## src/cma_pkg.sv

```systemverilog
`default_nettype none
// ----------------------------------------------------------------------------
// cma_pkg: shared types and constants
// Default sizes, the register reset value and the sequencer state type of
// the centered moving average filter.
// ----------------------------------------------------------------------------
package cma_pkg;

  // default sizes
  localparam int MAX_HALF_DEF    = 7;
  localparam int SAMPLE_BITS_DEF = 16;

  // half window register
  localparam int                HW_W       = 3;
  localparam logic [HW_W-1:0]   HALF_RESET = 3'd1;

  // sequencer states
  typedef enum logic [2:0] {
    ST_IDLE,
    ST_PLAN,
    ST_WIN,
    ST_SUM,
    ST_DIV,
    ST_EMIT
  } state_t;

endpackage
`default_nettype wire

```

## src/cma_if.sv

```systemverilog
`default_nettype none
// ----------------------------------------------------------------------------
// cma_if: stream and register write channels
// Valid/ready channels for the sample input, the result output and the
// half window register write.
// ----------------------------------------------------------------------------
interface cma_in_if #(
  parameter int SAMPLE_BITS = cma_pkg::SAMPLE_BITS_DEF
);
  logic                          valid;
  logic                          ready;
  logic signed [SAMPLE_BITS-1:0] sample;
  logic                          end_of_signal;

  modport source (output valid, sample, end_of_signal, input ready);
  modport sink   (input valid, sample, end_of_signal, output ready);
endinterface

interface cma_out_if #(
  parameter int SAMPLE_BITS = cma_pkg::SAMPLE_BITS_DEF
);
  logic                          valid;
  logic                          ready;
  logic signed [SAMPLE_BITS-1:0] average;
  logic                          last_output;

  modport source (output valid, average, last_output, input ready);
  modport sink   (input valid, average, last_output, output ready);
endinterface

interface cma_cfg_if;
  logic                        valid;
  logic                        ready;
  logic [cma_pkg::HW_W-1:0]    half_window;

  modport source (output valid, half_window, input ready);
  modport sink   (input valid, half_window, output ready);
endinterface
`default_nettype wire

```

## src/centered_moving_average.sv

```systemverilog
`default_nettype none
// ----------------------------------------------------------------------------
// centered_moving_average: centered moving average filter
// Mean of each sample's neighborhood of half_window samples on both sides,
// clipped at the ends of a signal, truncated toward zero.
// ----------------------------------------------------------------------------
// Usage:
//   samples: one Q8.8 sample per beat; end_of_signal marks a signal's last.
//   results: one mean per beat; last_output flags a signal's final result.
//   cfg:     writes half_window; write only while no beat is in flight.
// Results lag the input by half_window samples; the last sample of a signal
// flushes all pending positions, then the count and ring pointer clear.
// Steps: a sample beat is planned (PLAN), then each result runs WIN, SUM,
//   DIV and EMIT. SUM reads the samples of the window through the single
//   ring read port (one tap per cycle); DIV runs the one bit per cycle
//   divider on SUM_W = SAMPLE_BITS + clog2(2*MAX_HALF+1) bits. No new
//   sample beat is taken until the current beat's last result is emitted.
// A finished result sits in the output register, so the next sample beat is
// taken while the receiver stalls; a new result waits until that one leaves.
// Reset clears the count, pointer and output valid; half_window goes to 1.
// ----------------------------------------------------------------------------
module centered_moving_average #(
  parameter int MAX_HALF    = cma_pkg::MAX_HALF_DEF,
  parameter int SAMPLE_BITS = cma_pkg::SAMPLE_BITS_DEF
) (
  input  wire logic  clk,
  input  wire logic  rst,
  cma_in_if.sink     samples,
  cma_out_if.source  results,
  cma_cfg_if.sink    cfg
);

  localparam int RING_DEPTH = 2 * MAX_HALF + 1;
  localparam int IDX_W      = $clog2(RING_DEPTH);
  localparam int CNT_W      = $clog2(RING_DEPTH + 1);
  localparam int SUM_W      = SAMPLE_BITS + $clog2(RING_DEPTH);

  // configuration and per-signal state
  logic [cma_pkg::HW_W-1:0]  half_window;
  logic [IDX_W-1:0]          h;
  logic [IDX_W-1:0]          wp;
  logic [CNT_W-1:0]          seen;
  logic [IDX_W-1:0]          seen_m1;

  // per-beat and per-result registers
  cma_pkg::state_t           state;
  cma_pkg::state_t           state_next;
  logic [IDX_W-1:0]          newest;
  logic                      eos;
  logic [IDX_W-1:0]          d;
  logic [IDX_W-1:0]          hi;
  logic [IDX_W-1:0]          hi_next;
  logic [IDX_W-1:0]          k;
  logic [CNT_W-1:0]          cnt;
  logic                      pend;
  logic signed [SUM_W-1:0]   acc;
  logic                      neg;

  // ring memory
  logic [SAMPLE_BITS-1:0]    ring [RING_DEPTH];
  logic [SAMPLE_BITS-1:0]    rd_data;
  logic [IDX_W-1:0]          rd_addr;
  logic [IDX_W:0]            ring_wrap;

  // control
  logic                      in_fire;
  logic                      out_fire;
  logic                      issue;
  logic                      div_start;
  logic                      div_done;
  logic [SUM_W-1:0]          div_num;
  logic [SUM_W-1:0]          div_quo;
  logic [SUM_W-1:0]          res;
  logic                      load_out;
  logic                      final_res;
  logic [IDX_W:0]            reach;

  // output register
  logic                      out_valid;
  logic [SAMPLE_BITS-1:0]    out_avg;
  logic                      out_last;

  // clamp the half window to the ring size
  always_comb begin
    if (int'(half_window) > MAX_HALF) begin
      h = IDX_W'(MAX_HALF);
    end else begin
      h = IDX_W'(half_window);
    end
  end

  assign seen_m1 = IDX_W'(seen - CNT_W'(1));

  // handshakes
  assign samples.ready = (state == cma_pkg::ST_IDLE);
  assign in_fire       = samples.valid && samples.ready;
  assign cfg.ready     = 1'b1;
  assign results.valid       = out_valid;
  assign results.average     = out_avg;
  assign results.last_output = out_last;
  assign out_fire      = out_valid && results.ready;

  // window reach d + h, clipped to the samples present (low end is tap 0)
  always_comb begin
    reach = {1'b0, d} + {1'b0, h};
    if (reach > {1'b0, seen_m1}) begin
      hi_next = seen_m1;
    end else begin
      hi_next = reach[IDX_W-1:0];
    end
  end

  // tap address: newest minus k, wrapped around the ring
  always_comb begin
    ring_wrap = {1'b0, newest} + (IDX_W+1)'(RING_DEPTH) - {1'b0, k};
    if (newest >= k) begin
      rd_addr = newest - k;
    end else begin
      rd_addr = ring_wrap[IDX_W-1:0];
    end
  end

  assign issue     = (state == cma_pkg::ST_SUM) && ({1'b0, k} <= {1'b0, hi});
  assign div_start = (state == cma_pkg::ST_SUM) && !issue && !pend;
  assign div_num   = acc[SUM_W-1] ? SUM_W'(-acc) : SUM_W'(acc);
  assign res       = neg ? SUM_W'(-div_quo) : div_quo;
  assign load_out  = (state == cma_pkg::ST_EMIT) && (!out_valid || results.ready);
  assign final_res = !eos || (d == '0);

  // sequencer next state
  always_comb begin
    state_next = state;
    unique case (state)
      cma_pkg::ST_IDLE: begin
        if (in_fire) begin
          state_next = cma_pkg::ST_PLAN;
        end
      end
      cma_pkg::ST_PLAN: begin
        if (eos || (seen > CNT_W'(h))) begin
          state_next = cma_pkg::ST_WIN;
        end else begin
          state_next = cma_pkg::ST_IDLE;
        end
      end
      cma_pkg::ST_WIN: begin
        state_next = cma_pkg::ST_SUM;
      end
      cma_pkg::ST_SUM: begin
        if (div_start) begin
          state_next = cma_pkg::ST_DIV;
        end
      end
      cma_pkg::ST_DIV: begin
        if (div_done) begin
          state_next = cma_pkg::ST_EMIT;
        end
      end
      cma_pkg::ST_EMIT: begin
        if (load_out) begin
          state_next = final_res ? cma_pkg::ST_IDLE : cma_pkg::ST_WIN;
        end
      end
      default: begin
        state_next = cma_pkg::ST_IDLE;
      end
    endcase
  end

  // state register
  always_ff @(posedge clk) begin
    if (rst) begin
      state <= cma_pkg::ST_IDLE;
    end else begin
      state <= state_next;
    end
  end

  // configuration register
  always_ff @(posedge clk) begin
    if (rst) begin
      half_window <= cma_pkg::HALF_RESET;
    end else if (cfg.valid && cfg.ready) begin
      half_window <= cfg.half_window;
    end
  end

  // ring pointer and sample count: advance on a beat, clear after a flush
  always_ff @(posedge clk) begin
    if (rst) begin
      wp   <= '0;
      seen <= '0;
    end else if (in_fire) begin
      wp <= (wp == IDX_W'(RING_DEPTH - 1)) ? '0 : wp + IDX_W'(1);
      if (seen != CNT_W'(RING_DEPTH)) begin
        seen <= seen + CNT_W'(1);
      end
    end else if (load_out && final_res && eos) begin
      wp   <= '0;
      seen <= '0;
    end
  end

  // ring memory: write on the input beat, registered read of one tap
  always_ff @(posedge clk) begin
    if (in_fire) begin
      ring[wp] <= samples.sample;
    end
    rd_data <= ring[rd_addr];
  end

  // read pipeline flag
  always_ff @(posedge clk) begin
    if (rst) begin
      pend <= 1'b0;
    end else begin
      pend <= issue;
    end
  end

  // beat, window and accumulator datapath
  always_ff @(posedge clk) begin
    if (in_fire) begin
      newest <= wp;
      eos    <= samples.end_of_signal;
    end
    if (state == cma_pkg::ST_PLAN) begin
      // a flush starts at the oldest position not yet emitted
      if (eos && (seen_m1 < h)) begin
        d <= seen_m1;
      end else begin
        d <= h;
      end
    end
    if (state == cma_pkg::ST_WIN) begin
      hi  <= hi_next;
      cnt <= CNT_W'(hi_next) + CNT_W'(1);
      k   <= '0;
      acc <= '0;
    end
    if (issue) begin
      k <= k + IDX_W'(1);
    end
    if (pend) begin
      acc <= acc + SUM_W'(signed'(rd_data));
    end
    if (div_start) begin
      neg <= acc[SUM_W-1];
    end
    if (load_out && !final_res) begin
      d <= d - IDX_W'(1);
    end
  end

  cma_div #(
    .NUM_W (SUM_W),
    .DEN_W (CNT_W)
  ) u_div (
    .clk   (clk),
    .rst   (rst),
    .start (div_start),
    .num   (div_num),
    .den   (cnt),
    .done  (div_done),
    .quo   (div_quo)
  );

  // output register: hold until taken, refill when empty or draining
  always_ff @(posedge clk) begin
    if (rst) begin
      out_valid <= 1'b0;
    end else if (load_out) begin
      out_valid <= 1'b1;
    end else if (out_fire) begin
      out_valid <= 1'b0;
    end
  end

  always_ff @(posedge clk) begin
    if (load_out) begin
      out_avg  <= res[SAMPLE_BITS-1:0];
      out_last <= eos && (d == '0);
    end
  end

`ifndef SYNTHESIS
  a_wp_range: assert property (@(posedge clk) disable iff (rst)
    wp < IDX_W'(RING_DEPTH))
    else $error("ring pointer beyond ring depth");

  a_seen_range: assert property (@(posedge clk) disable iff (rst)
    seen <= CNT_W'(RING_DEPTH))
    else $error("sample count beyond ring depth");

  a_div_count: assert property (@(posedge clk) disable iff (rst)
    div_start |-> (cnt != '0) && (cnt <= seen))
    else $error("divide started with a bad sample count");

  a_div_done: assert property (@(posedge clk) disable iff (rst)
    div_done |-> state == cma_pkg::ST_DIV)
    else $error("divider finished outside the divide state");
`endif

endmodule
`default_nettype wire

```

## src/cma_div.sv

```systemverilog
`default_nettype none
// ----------------------------------------------------------------------------
// cma_div: restoring unsigned divider
// Divides a NUM_W-bit magnitude by a DEN_W-bit count, one quotient bit per
// cycle. done pulses as the last quotient bit is registered; quo then holds.
// ----------------------------------------------------------------------------
module cma_div #(
  parameter int NUM_W = 20,
  parameter int DEN_W = 4
) (
  input  wire logic             clk,
  input  wire logic             rst,
  input  wire logic             start,
  input  wire logic [NUM_W-1:0] num,
  input  wire logic [DEN_W-1:0] den,
  output logic                  done,
  output logic      [NUM_W-1:0] quo
);

  localparam int STEP_W = $clog2(NUM_W + 1);

  logic              busy;
  logic [STEP_W-1:0] steps;
  logic [DEN_W-1:0]  rem;
  logic [DEN_W-1:0]  den_r;
  logic [DEN_W:0]    trial;
  logic [DEN_W:0]    diff;
  logic              ge;

  // shift in the next dividend bit and try the subtract
  always_comb begin
    trial = {rem, quo[NUM_W-1]};
    ge    = trial >= {1'b0, den_r};
    diff  = trial - {1'b0, den_r};
  end

  // step control
  always_ff @(posedge clk) begin
    if (rst) begin
      busy  <= 1'b0;
      done  <= 1'b0;
      steps <= '0;
    end else begin
      done <= busy && (steps == STEP_W'(1));
      if (start) begin
        busy  <= 1'b1;
        steps <= STEP_W'(NUM_W);
      end else if (busy) begin
        steps <= steps - STEP_W'(1);
        if (steps == STEP_W'(1)) begin
          busy <= 1'b0;
        end
      end
    end
  end

  // remainder and quotient datapath
  always_ff @(posedge clk) begin
    if (start) begin
      rem   <= '0;
      quo   <= num;
      den_r <= den;
    end else if (busy) begin
      rem <= ge ? diff[DEN_W-1:0] : trial[DEN_W-1:0];
      quo <= {quo[NUM_W-2:0], ge};
    end
  end

endmodule
`default_nettype wire
```

## src/flat_wrapper.sv

```systemverilog
// flat-port wrapper written by rule: the top's interface ports become plain ports
module centered_moving_average_flat 
#(
  parameter int MAX_HALF    = cma_pkg::MAX_HALF_DEF,
  parameter int SAMPLE_BITS = cma_pkg::SAMPLE_BITS_DEF
)
  (clk, rst, samples_valid, samples_sample, samples_end_of_signal, samples_ready, results_valid, results_average, results_last_output, results_ready, cfg_valid, cfg_half_window, cfg_ready);
  cma_in_if #(.SAMPLE_BITS(SAMPLE_BITS)) samples_i ();
  cma_out_if #(.SAMPLE_BITS(SAMPLE_BITS)) results_i ();
  cma_cfg_if cfg_i ();
  input  wire logic clk;
  input  wire logic rst;
  input wire logic [$bits(samples_i.valid)-1:0] samples_valid;
  input wire logic [$bits(samples_i.sample)-1:0] samples_sample;
  input wire logic [$bits(samples_i.end_of_signal)-1:0] samples_end_of_signal;
  output wire logic [$bits(samples_i.ready)-1:0] samples_ready;
  output wire logic [$bits(results_i.valid)-1:0] results_valid;
  output wire logic [$bits(results_i.average)-1:0] results_average;
  output wire logic [$bits(results_i.last_output)-1:0] results_last_output;
  input wire logic [$bits(results_i.ready)-1:0] results_ready;
  input wire logic [$bits(cfg_i.valid)-1:0] cfg_valid;
  input wire logic [$bits(cfg_i.half_window)-1:0] cfg_half_window;
  output wire logic [$bits(cfg_i.ready)-1:0] cfg_ready;
  assign samples_i.valid = samples_valid;
  assign samples_i.sample = samples_sample;
  assign samples_i.end_of_signal = samples_end_of_signal;
  assign samples_ready = samples_i.ready;
  assign results_valid = results_i.valid;
  assign results_average = results_i.average;
  assign results_last_output = results_i.last_output;
  assign results_i.ready = results_ready;
  assign cfg_i.valid = cfg_valid;
  assign cfg_i.half_window = cfg_half_window;
  assign cfg_ready = cfg_i.ready;
  centered_moving_average #(.MAX_HALF(MAX_HALF), .SAMPLE_BITS(SAMPLE_BITS)) u_core (.clk(clk), .rst(rst), .samples(samples_i), .results(results_i), .cfg(cfg_i));
endmodule
```

## config.mk

```make
export PLATFORM = sky130hd
export DESIGN_NAME = centered_moving_average_flat
export DESIGN_NICKNAME = d
export VERILOG_FILES = /design/src/cma_pkg.sv /design/src/cma_if.sv /design/src/centered_moving_average.sv /design/src/cma_div.sv /design/src/flat_wrapper.sv
export SDC_FILE = /design/constraint.sdc
export NUM_CORES = 1
export LEC_CHECK = 0
export ABC_CLOCK_PERIOD_IN_PS = 4200
export BUFFER_PORTS_ARGS = -buffer_cell sky130_fd_sc_hd__buf_2
export CAP_MARGIN = 10
export CORE_MARGIN = 2
export CORE_UTILIZATION = 40
export CTS_CLUSTER_SIZE = 25
export DETAILED_ROUTE_END_ITERATION = 8
export PLACE_DENSITY_LB_ADDON = 0.12
export SYNTH_ARGS = -nofsm -noshare
export SYNTH_HDL_FRONTEND = slang
export SYNTH_HIERARCHICAL = 1
export SYNTH_SLANG_ARGS = --single-unit
```

## constraint.sdc

```tcl
create_clock -name clk -period 4.2 [get_ports clk]
set_input_delay 0.42 -clock clk [delete_from_list [all_inputs] [get_ports clk]]
set_output_delay 0.42 -clock clk [all_outputs]
set_load 0.1 [all_outputs]
```

==> results_dict.tcl <==
set metrics [dict create \
    hp-start "samples_end_of_signal" \
    met2WireLength_mm 21.1 \
    synth_mux_area_share_pct 11.6 \
    synth_top_family_by_area "compound AO/OA/AOI/OAI gates" \
    cts_resized 0 \
    synthAdderAreaFrac_pct 4.10 \
    critical_path.max_fanout 19 \
    drt-pass1-iter-count 5 \
    final_nets 1577 \
    rows 79 \
    slew_headroom_pct 37.7 \
    max-cap-violations 0 \
    path_cells "inv_1 > ha_1 > inv_1 > fa_4 > a211o_1 > a21oi_4 > buf_4 > buf_4 > mux4_2 > mux2i_1 > o2bb2ai_1" \
    maxSlewViolCount 0 \
    wl_met3_mm 1.67 \
    syn_area_um2 18600 \
    layout_commonest_cell "edfxtp_1" \
    clock_path_buffers 3 \
    p_total_mw 13.1 \
    end_kind "flip-flop" \
    synthDominantCellAreaShare_pct 52.1 \
    fmax_mhz 292 \
    insertion_delay_ns 0.58 \
    rrSetupSlack_ns 0.78 \
    grt_overflow 0 \
    io_buffers 43 \
    syn_to_final_growth_pct 13.1 \
    core_um2 46300 \
    place_congestion 0.792 \
    skew_ns 0.0187 \
    hold_slack_ns 0.0311 \
    r2r-end "u_core/rd_data[2]" \
    power_leakage_nw 7.48 \
    ant_nets 0 \
    final_util_pct 45.5 \
    placedCellCount 2056 \
    pin_count 45 \
    synthSimpleGateAreaFrac_pct 8.68 \
    m1WireLength_mm 20.1 \
    vias 11666 \
    crit_path_start_kind "flip-flop" \
    power_density_nw_per_um2 625 \
    htree_levels 2 \
    drc 0 \
    synthTopCellsByArea "edfxtp_1 (52%), mux2i_1 (8.1%), dfxtp_1 (4.6%)" \
    ys_seq_area_share_pct 56.7 \
    synth_edf_count 323 \
    setup_violations 0 \
    synth.avg_cell_area_um2 12.9 \
    mostFrequentLayoutCells "edfxtp_1 (323), mux2i_1 (150), a21oi_1 (98)" \
    fin_cells 2134 \
    tightest_slew_ns 0.935 \
    grt_max_degree 92 \
    grt_pass1_vias 11559 \
    dr.first_iter.drc_count 796 \
    initial_core_util_pct 40.2 \
    cts_buffers 43 \
    slowest_stage "mux4_2" \
    wirelength_mm 43.6 \
    avgRoutedWirePerCell_um 20.4 \
    clock-root-buffer "clkbuf_16" \
    synth_top_cell_by_area "edfxtp_1" \
    synthesis.nets 1527 \
    via_per_inst 5.47 \
    cts_sinks 366 \
    ys_async_sr_fraction_pct 0 \
    arrival_ns 3.93 \
    die_x_um 220 \
    syn_inst 1444 \
    dieArea_um2 48300 \
    antenna_found_initial 2 \
    yosysWarnings 6 \
    cpPeakStageDelay_ns 0.55 \
    required_ns 4.70 \
    tns_ns 0 \
    r2r-start "u_core/newest[0]" \
    synth_compound_area_share_pct 12.8 \
    hold_end "u_core/eos" \
    drive_gt1_share_pct 14.9 \
    synth_cell_types 88 \
    hold_depth 1 \
    status "completed" \
    finalHoldViolations 0 \
    hp-class "in2reg" \
    grt_pass1_wl_mm 67.8 \
    ctsHoldBuffers 0 \
    rsz0062_at_grt "no" \
    die_h_um 220 \
    track_usage_pct 18.4 \
    path_class "reg2reg" \
    topRoutingLayerUsed "met4" \
    path_buf_inv 4 \
    finalCritPeriodShare_pct 81.5 \
    dp_hpwl_mm 29.0 \
    diodes 0 \
    ff2ff_path_depth 11 \
    ir_drop_mv 0.443 \
    fillers 4184 \
    path_delay_family "multiplexers" \
    clkTransAtPathRegs_ns 0.06 \
    synth-xor-area-share_pct 3.10 \
    cts_tree "built" \
    fin_crit_ns 3.42 \
    ys_dominant_reg_cell "edfxtp_1" \
    post_cts_buffers 0 \
    ys_ff_latch 366 \
]
## where the power goes
| part | switching (mW) | total, mW | internal (mW) |
|---|---|---|---|
| sequential | 0.247 | 4.53 | 4.28 |
| clock | 1.48 | 3.73 | 2.26 |
| combinational | 2.85 | 4.89 | 2.03 |
| total | 4.58 | 13.1 | 8.57 |
## metrics by stage
step	worst slack, ns	cell area [um2]
4_1_cts	0.762	21100
3_5_place_dp	0.754	19600
5_1_grt	0.558	21100
3_3_place_gp	0.783	19600
6_report	0.779	21100
2_1_floorplan	0.189	18600
## sequential cells by signal (all words and copies together) (netlist names), 5 cells and up
name / count
u_core/rd_data: 16
u_core/ring: 240
u_core/u_div/quo: 20
u_core/acc: 20
u_core/u_div/steps: 5
u_core/results.average: 16
## how the worst max path moves through the flow
stage | depth (start not counted) | endpoint | start | slack, ns
2_1_floorplan | 6 | u_core/ring[4][0] | u_core/state[2] | 0.19
3_3_place_gp | 11 | u_core/rd_data[2] | u_core/newest[0] | 0.78
3_5_place_dp | 11 | u_core/rd_data[2] | u_core/newest[0] | 0.75
4_1_cts | 10 | u_core/rd_data[2] | u_core/k[0] | 0.76
5_1_grt | 12 | u_core/rd_data[15] | u_core/newest[0] | 0.56
6_report | 11 | u_core/rd_data[2] | u_core/newest[0] | 0.78
## worst reg2reg max path, stage by stage, from the launching register on
cell and delay, ns:
edfxtp_1 0.39, inv_1 0.07, ha_1 0.19, inv_1 0.07
fa_4 0.47, a211o_1 0.30, a21oi_4 0.19, buf_4 0.34
buf_4 0.33, mux4_2 0.56, mux2i_1 0.29, o2bb2ai_1 0.15
## kinds of logic (layout without fill, tap and decap cells)
family                     Yosys count  count (layout)
DFF                                366             366
AOI/OAI and AO/OA                  341             341
xor gates and xnor gates            63              63
other                                1               1
and+or+nand+nor                    297             297
adders and majority gates           58              58
muxes                              189             189
buffers and inverters              129             212
## metal layers
layer	vias up	GRT usage, %
met5	-	0
met1	5739	24.9
met2	182	30.9
met3	59	2.97
met4	0	4.21
li1	5686	-
## layout make-up
class,instances,area (um2),share of cell area (%)
inverter,49,184,0.874
clock buffer,59,1210,5.73
multi-input combinational,949,7570,36.0
clock inverter,19,215,1.02
tap,607,759,3.61
timing repair buffer,85,556,2.64
sequential,366,10600,50.2
## Yosys cell counts, drive strengths merged, types with 3 or more instances
library cell / n
nand3: 8
o21ai: 45
and3: 8
buf: 34
fa: 5
a21oi: 100
a211oi: 67
o2bb2ai: 15
nor4: 3
mux4: 19
a31oi: 6
nor2b: 70
or2: 6
a21o: 8
xor2: 11
o21a: 8
ha: 53
nand4: 6
mux2: 20
nor4b: 3
nor2: 57
xnor2: 52
o211ai: 4
o41ai: 4
o31ai: 12
nand2b: 32
nand2: 45
or3: 8
edfxtp: 323
or4: 3
dfxtp: 43
a221oi: 30
inv: 47
and2: 15
o221ai: 15
a311oi: 3
nor3b: 3
nor3: 23
mux2i: 150
clkbuf: 46
No activity file was read; power rests on OpenSTA's default activity.
